$ cat src/design/pst_pkg.sv
package pst_pkg;

  // sequencer states
  typedef enum logic [2:0] {
    S_IDLE,
    S_CLASSIFY,
    S_DIV,
    S_NEXT,
    S_CHECK,
    S_SQRT,
    S_FINISH
  } state_t;

  // which trial divisor the last remainder belongs to
  typedef enum logic [1:0] {
    PH_THREE,
    PH_LOW,
    PH_HIGH
  } phase_t;

  // result of the shared compare-subtract unit
  typedef struct packed {
    logic ge;
  } cmp_flags_t;

  localparam int DIV_THREE = 3;
  localparam int DIV_FIVE  = 5;
  localparam int DIV_STEP  = 6;
  localparam int PAIR_GAP  = 2;

endpackage

$ cat src/design/prime_sqrt_transform.sv
// Primality test and square-root transform, one value per beat.
//
// Input channel: value, last with in_valid; the block raises in_stall while it
// works on a value, so one value is in flight at a time. Output channel:
// result_fixed, was_prime, last_out with out_valid; out_stall holds the beat in
// the output register, and the sequencer waits for that register to drain
// before it writes the next result. The next value is taken as soon as the
// result is written, even while that result still waits to be taken.
//
// Sequence: trial division, bound checks and square-root steps all go through
// one compare-subtract unit. A remainder is built one dividend bit per step
// and then decided in S_NEXT, and each pair of 6k-1, 6k+1 divisors adds one
// bound check in S_CHECK. 0, 1 and even values other than 2 go straight from
// classification to the output register; odd multiples of 3 other than 3 end
// after the first remainder; a prime near 2^31 runs through up to about 15000
// trial divisors and then the square root, one root bit per step.
//
// Reset (rst, synchronous) returns the sequencer to idle and empties the
// output register; no result survives it.
module prime_sqrt_transform #(
  parameter int VALUE_BITS    = 31,
  parameter int FRACTION_BITS = 16
) (
  input  logic                              clk,
  input  logic                              rst,
  input  logic                              in_valid,
  output logic                              in_stall,
  input  logic [VALUE_BITS-1:0]             value,
  input  logic                              last,
  output logic                              out_valid,
  input  logic                              out_stall,
  output logic [VALUE_BITS+FRACTION_BITS-1:0] result_fixed,
  output logic                              was_prime,
  output logic                              last_out
);

  localparam int HALF_BITS  = (VALUE_BITS + 1) / 2;
  localparam int PAIR_COUNT = HALF_BITS + FRACTION_BITS;
  localparam int RAD_BITS   = 2 * PAIR_COUNT;
  localparam int D_BITS     = HALF_BITS + 1;
  localparam int SQ_BITS    = 2 * D_BITS;
  localparam int ROOT_REM   = PAIR_COUNT + 3;
  localparam int UNIT_BITS  = (SQ_BITS > ROOT_REM) ? SQ_BITS : ROOT_REM;
  localparam int OUT_BITS   = VALUE_BITS + FRACTION_BITS;
  localparam int MAX_ITER   = (VALUE_BITS > PAIR_COUNT) ? VALUE_BITS : PAIR_COUNT;
  localparam int CNT_BITS   = $clog2(MAX_ITER);

  pst_pkg::state_t state, state_next;
  pst_pkg::phase_t phase;

  logic [VALUE_BITS-1:0] n;
  logic                  last_r;
  logic [D_BITS-1:0]     d;
  logic [SQ_BITS-1:0]    sq;
  logic [D_BITS-1:0]     divisor;
  logic [VALUE_BITS-1:0] dividend;
  logic [RAD_BITS-1:0]   rad;
  logic [UNIT_BITS-1:0]  rem;
  logic [PAIR_COUNT-1:0] root;
  logic [CNT_BITS-1:0]   cnt;
  logic                  prime;

  logic [UNIT_BITS-1:0]  unit_a;
  logic [UNIT_BITS-1:0]  unit_b;
  logic [UNIT_BITS-1:0]  unit_diff;
  pst_pkg::cmp_flags_t   unit_flags;
  logic [UNIT_BITS-1:0]  unit_keep;

  logic n_small;
  logic n_two_three;
  logic out_free;
  logic accept;

  assign n_small     = (n[VALUE_BITS-1:1] == '0);
  assign n_two_three = (n[VALUE_BITS-1:2] == '0) && n[1];
  assign out_free    = ~out_valid | ~out_stall;
  assign accept      = in_valid & ~in_stall;
  assign unit_keep   = unit_flags.ge ? unit_diff : unit_a;

  pst_cmpsub #(
    .UNIT_BITS(UNIT_BITS)
  ) u_cmpsub (
    .a    (unit_a),
    .b    (unit_b),
    .diff (unit_diff),
    .flags(unit_flags)
  );

  // next state
  always_comb begin
    state_next = state;
    unique case (state)
      pst_pkg::S_IDLE: begin
        if (in_valid) state_next = pst_pkg::S_CLASSIFY;
      end
      pst_pkg::S_CLASSIFY: begin
        priority if (n_small) state_next = pst_pkg::S_FINISH;
        else if (n_two_three) state_next = pst_pkg::S_SQRT;
        else if (!n[0]) state_next = pst_pkg::S_FINISH;
        else state_next = pst_pkg::S_DIV;
      end
      pst_pkg::S_DIV: begin
        if (cnt == '0) state_next = pst_pkg::S_NEXT;
      end
      pst_pkg::S_NEXT: begin
        priority if (rem == '0) state_next = pst_pkg::S_FINISH;
        else if (phase == pst_pkg::PH_LOW) state_next = pst_pkg::S_DIV;
        else state_next = pst_pkg::S_CHECK;
      end
      pst_pkg::S_CHECK: begin
        state_next = unit_flags.ge ? pst_pkg::S_DIV : pst_pkg::S_SQRT;
      end
      pst_pkg::S_SQRT: begin
        if (cnt == '0) state_next = pst_pkg::S_FINISH;
      end
      pst_pkg::S_FINISH: begin
        if (out_free) state_next = pst_pkg::S_IDLE;
      end
      default: state_next = pst_pkg::S_IDLE;
    endcase
  end

  // stall and operand select for the shared unit
  always_comb begin
    in_stall = (state != pst_pkg::S_IDLE);
    unit_a   = '0;
    unit_b   = '0;
    unique case (state)
      pst_pkg::S_DIV: begin
        unit_a = (rem << 1) | UNIT_BITS'(dividend[VALUE_BITS-1]);
        unit_b = UNIT_BITS'(divisor);
      end
      pst_pkg::S_CHECK: begin
        unit_a = UNIT_BITS'(n);
        unit_b = UNIT_BITS'(sq);
      end
      pst_pkg::S_SQRT: begin
        unit_a = (rem << 2) | UNIT_BITS'(rad[RAD_BITS-1 -: 2]);
        unit_b = (UNIT_BITS'(root) << 2) | UNIT_BITS'(1);
      end
      default: begin
        unit_a = '0;
        unit_b = '0;
      end
    endcase
  end

  // control registers
  always_ff @(posedge clk) begin
    if (rst) begin
      state     <= pst_pkg::S_IDLE;
      out_valid <= 1'b0;
    end else begin
      state <= state_next;
      if (state == pst_pkg::S_FINISH && out_free) begin
        out_valid <= 1'b1;
      end else if (out_valid && !out_stall) begin
        out_valid <= 1'b0;
      end
    end
  end

  // datapath
  always_ff @(posedge clk) begin
    unique case (state)
      pst_pkg::S_IDLE: begin
        if (accept) begin
          n      <= value;
          last_r <= last;
        end
      end
      pst_pkg::S_CLASSIFY: begin
        prime    <= n_two_three;
        phase    <= pst_pkg::PH_THREE;
        divisor  <= D_BITS'(pst_pkg::DIV_THREE);
        dividend <= n;
        rem      <= '0;
        // 2 and 3 go straight to the square root, other odd values above 1 to division by 3
        cnt      <= n_two_three ? CNT_BITS'(PAIR_COUNT - 1) : CNT_BITS'(VALUE_BITS - 1);
        rad      <= RAD_BITS'(n) << (2 * FRACTION_BITS);
        root     <= '0;
      end
      pst_pkg::S_DIV: begin
        rem      <= unit_keep;
        dividend <= dividend << 1;
        cnt      <= cnt - CNT_BITS'(1);
      end
      pst_pkg::S_NEXT: begin
        prime    <= 1'b0;
        dividend <= n;
        rem      <= '0;
        cnt      <= CNT_BITS'(VALUE_BITS - 1);
        unique case (phase)
          pst_pkg::PH_THREE: begin
            d     <= D_BITS'(pst_pkg::DIV_FIVE);
            sq    <= SQ_BITS'(pst_pkg::DIV_FIVE * pst_pkg::DIV_FIVE);
            phase <= pst_pkg::PH_LOW;
          end
          pst_pkg::PH_LOW: begin
            divisor <= d + D_BITS'(pst_pkg::PAIR_GAP);
            phase   <= pst_pkg::PH_HIGH;
          end
          pst_pkg::PH_HIGH: begin
            // (d + 6)^2 = d^2 + 12d + 36
            d     <= d + D_BITS'(pst_pkg::DIV_STEP);
            sq    <= sq + (SQ_BITS'(d) << 3) + (SQ_BITS'(d) << 2)
                     + SQ_BITS'(pst_pkg::DIV_STEP * pst_pkg::DIV_STEP);
            phase <= pst_pkg::PH_LOW;
          end
          default: phase <= pst_pkg::PH_LOW;
        endcase
      end
      pst_pkg::S_CHECK: begin
        divisor <= d;
        prime   <= ~unit_flags.ge;
        rem     <= '0;
        root    <= '0;
        rad     <= RAD_BITS'(n) << (2 * FRACTION_BITS);
        cnt     <= unit_flags.ge ? CNT_BITS'(VALUE_BITS - 1) : CNT_BITS'(PAIR_COUNT - 1);
      end
      pst_pkg::S_SQRT: begin
        rem  <= unit_keep;
        root <= {root[PAIR_COUNT-2:0], unit_flags.ge};
        rad  <= rad << 2;
        cnt  <= cnt - CNT_BITS'(1);
      end
      pst_pkg::S_FINISH: begin
        if (out_free) begin
          result_fixed <= prime ? OUT_BITS'(root) : (OUT_BITS'(n) << FRACTION_BITS);
          was_prime    <= prime;
          last_out     <= last_r;
        end
      end
      default: begin
        cnt <= '0;
      end
    endcase
  end

endmodule

$ cat src/design/pst_cmpsub.sv
module pst_cmpsub #(
  parameter int UNIT_BITS = 48
) (
  input  logic [UNIT_BITS-1:0] a,
  input  logic [UNIT_BITS-1:0] b,
  output logic [UNIT_BITS-1:0] diff,
  output pst_pkg::cmp_flags_t  flags
);

  logic [UNIT_BITS:0] wide;

  // subtract with borrow out; no borrow means a >= b
  assign wide     = {1'b0, a} - {1'b0, b};
  assign diff     = wide[UNIT_BITS-1:0];
  assign flags.ge = ~wide[UNIT_BITS];

endmodule

$ cat config.mk
export PLATFORM = sky130hd
export DESIGN_NAME = prime_sqrt_transform
export DESIGN_NICKNAME = d
export VERILOG_FILES = /design/src/design/pst_pkg.sv /design/src/design/prime_sqrt_transform.sv /design/src/design/pst_cmpsub.sv
export SDC_FILE = /design/constraint.sdc
export NUM_CORES = 1
export LEC_CHECK = 0
export CAP_MARGIN = 20
export CORE_AREA = 2 2 208 148
export DETAILED_ROUTE_END_ITERATION = 16
export DIE_AREA = 0 0 210 150
export DONT_BUFFER_PORTS = 1
export GPL_TIMING_DRIVEN = 0
export PLACE_DENSITY = 0.71
export SLEW_MARGIN = 20
export SYNTH_ARGS = -nofsm -noshare
export SYNTH_HDL_FRONTEND = slang
export SYNTH_SLANG_ARGS = --single-unit
export TNS_END_PERCENT = 100
$ cat constraint.sdc
create_clock -name clk -period 5.2 [get_ports clk]
set_input_delay 0.52 -clock clk [delete_from_list [all_inputs] [get_ports clk]]
set_output_delay 0.52 -clock clk [all_outputs]
set_load 0.02 [all_outputs]
==> results.md <==
* IO Pins at just under 90
* Initial drt markers at between 1500 and 2000
* PD cells at roughly 730 mW/mm2
* Internal power at between 0.007 and 0.008 W
* Clock Tree Root: clkbuf_16
* GP Congestion at about 0.97
* Post-route DRC at 0
* Drt via density at a little over 6
* WL/cell at roughly 22 um
* Placed cells at ~2000
* Fill count at around 2400
* Main synth FF type: edfxtp_1
* CTS Buf Count at 29
* F_max at 201 MHz
* Critical path type: register to register
* Min Tclk post-route at 4.96 ns
* Worst setup SP type: register
* Clk Latency, worst-skew pair at 0.56 ns
* Drt pass-1 iters at 5
* Combinational share of power at ~54%
* Layout cell share with drive strength beyond 1 at 7.09%
* Worst hold path class: input port to register
* Die area at 0.0315 mm2
* # rows at between 50 and 60
* Leak at between 6 and 7 nW
* Total power at between 0.01 and 0.015 W
* Max-slew violations at 0
* Fin. Hold Viols at 0
* Switching Fraction at 44.8%
* Sequential share of power at just over 30%
* Post-synth EDFFs at around 280
* GRT Total Usage at roughly 29%
* Die width at approximately 210 um
* # hold bufs at CTS at 0
* Crit end category: register
* Initial core utilization at about 55%
* Net load switching power at just under 0.006 W
* Post-Layout Cell Count at ~2000
* Final WL at 45.0 mm
* Vias in the first global route at about 12000
* Core ar. at between 0.02 and 0.03 mm2
* Clock Sinks at roughly 290
* Worst EP required at around 5.6 ns
* Clk pwr share at 15.7%
* Antenna viol nets, final at 0
* First-pass GRT wire length at approximately 69 mm
* Syn Area/Cell at 10.5 um2
* Post-layout net count at roughly 1700
* Seq/Total Area, Yosys at between 50% and 60%
* Initial antenna violation count at 4
* Hold depth at 1
* Status: complete, no violations
* Slew at the pin closest to its max-slew limit at 1.14 ns
* Reg2Reg Depth at 16
* Die Ht at around 150 um
* Rel. slew slack at a little under a quarter
* Dpl hpwl at between 30 and 40 mm
* Synthesized instance count at around 1600
* Max Cap Viol at 0
* Crit-path max FO at 10
* CP Data Arrival Time at around 5.4 ns
* Maximum clock path buffer count at 3
* Pin count of the biggest net entering global routing at 32
* Vias at roughly 12000
* Syn Nets at between 1500 and 2000
* # H-tree levels at 1
* Netlist Area Pre-Place at between 0.015 and 0.02 mm2
* Max Clock Skew at between 0.01 and 0.015 ns
* Flops & latches, synth at between 200 and 300
* Count of cell types in the netlist at 68
* Area delta synth->final at 10.5%
* Port buffer count at 0
* Final setup viols at 0
* Worst vdd ir at 0.505 mV
* Synth Warn # at 0
* Fin crit share at a little over nine tenths
* Global route overflow at 0
* FFs w/ async S/R, synth at 0%
* CTS tree: built
* Clock transition at the registers of the reported paths at approximately 0.06 ns
==> what timing repair did <==
action / in CTS / in global routing
pin swaps: 0 / 1
setup buffers: 0 / 4
endpoints found under the setup margin: 41 / 37
hold endpoints to repair: 0 / 0
gates resized for setup: 14 / 17
==> layout by cell type (no fill, tap or decap), types with 18 or more instances in the layout <==
| master | instances |
|---|---|
| nor2b_1 | 25 |
| ha_1 | 89 |
| o21ai_0 | 106 |
| clkbuf_1 | 50 |
| inv_1 | 32 |
| mux2i_1 | 34 |
| edfxtp_1 | 283 |
| nand3_1 | 35 |
| a21oi_1 | 100 |
| and3_1 | 41 |
| clkbuf_16 | 29 |
| nand2_1 | 313 |
| nor2_1 | 90 |
| xnor2_1 | 36 |
| and2_1 | 22 |
| xor2_1 | 32 |
| nand2b_1 | 18 |
==> power by group through the flow <==
stage | sequential [W] | combinational (W) | clock [W]
after CTS | 0.00402 | 0.00685 | 0.00210
final | 0.00404 | 0.00710 | 0.00208
after global routing | 0.00410 | 0.00774 | 0.00219
after global placement | 0.00411 | 0.00651 | 0
after detailed placement | 0.00406 | 0.00676 | 0
after floorplan | 0.00387 | 0.00491 | 0
==> synth_stat cells (all sizes together) (23+ instances only) <==
| cell type | number | area (um2) |
|---|---|---|
| a21oi | 101 | 505 |
| and2 | 23 | 144 |
| and3 | 41 | 257 |
| clkbuf | 57 | 215 |
| edfxtp | 283 | 8500 |
| ha | 89 | 1110 |
| inv | 32 | 120 |
| mux2i | 34 | 340 |
| nand2 | 315 | 1180 |
| nand3 | 35 | 175 |
| nor2 | 96 | 360 |
| nor2b | 26 | 163 |
| o21ai | 108 | 541 |
| xnor2 | 36 | 315 |
| xor2 | 32 | 280 |
==> worst paths after layout <==
kind	start	to	slack [ns]
max	state[2]	rem[1]	0.24
min reg2reg	last_r	last_out	0.42
max reg2reg	state[2]	rem[1]	0.24
min	rst	out_valid	0.03
==> flip-flops by register name, summed over array words and instances, names as in the netlist, 16 cells and up <==
register,cells
d,16
result_fixed,47
rem,35
divisor,17
rad,32
root,32
dividend,31
n,31
sq,31
==> cells by family (layout without fill, tap and decap cells) <==
group,Yosys count,in the layout,share of synthesized area [%]
buf+inv,105,167,2.53
other cells,1,3,0.0229
flops,287,287,52.5
simple gates,618,618,17.1
mux,51,51,3.25
fa+ha+maj,106,106,8.89
xor+xnor,68,68,3.64
compound gates,324,324,12.1
==> critical path, stage by stage, from the launching register on <==
cell and delay (ns):
dfxtp_1 0.43, clkbuf_2 0.26, nor2b_4 0.34, clkbuf_1 0.35, and3_1 0.39, a21oi_1 0.08, ha_1 0.34, o21ai_1 0.11
a2111oi_2 0.45, nor2_1 0.19, o22ai_2 0.23, a41oi_2 0.23, o221a_4 0.32, o21bai_4 0.33, buf_2 0.38, nor2_1 0.10
a211oi_1 0.22
==> cell type report <==
type,instances,area [um2],share of cell area [%]
repair buffers,12,211,1.17
inverters,33,124,0.685
flip-flops and latches,287,8580,47.4
plain buffers,70,299,1.65
well taps,385,482,2.66
clock buffers,34,744,4.12
diodes,2,5.00,0.0277
multi-input cells,1168,7450,41.2
clock inverters,18,184,1.02
==> layer usage <==
layer	routed length, um	track usage (%)	vias up	share of wire (%)
li1	-	-	5751	-
met1	20400	44.1	5998	45
met2	18400	40.5	590	41
met3	5170	8.44	72	11
met4	1030	6.99	2	2.3
met5	13	0	-	0.029
==> metrics by stage <==
step / setup WS, ns / util, % / hold slack (ns) / instance area, um2 / setup TNS [ns]
floorplan: 1.12 / - / 0.400 / 16400 / 0
CTS: 0.0726 / 60.8 / 0.00849 / 18000 / 0
detailed placement: -0.861 / 57.5 / 0.408 / 17100 / -27.99
global placement: -0.808 / 56.8 / 0.403 / 16800 / -62.21
global route: -0.00986 / 61.0 / 0.00715 / 18100 / -0.00986
finish: 0.235 / 61.0 / 0.0259 / 18100 / 0
Power figures use the tool's default switching activity.
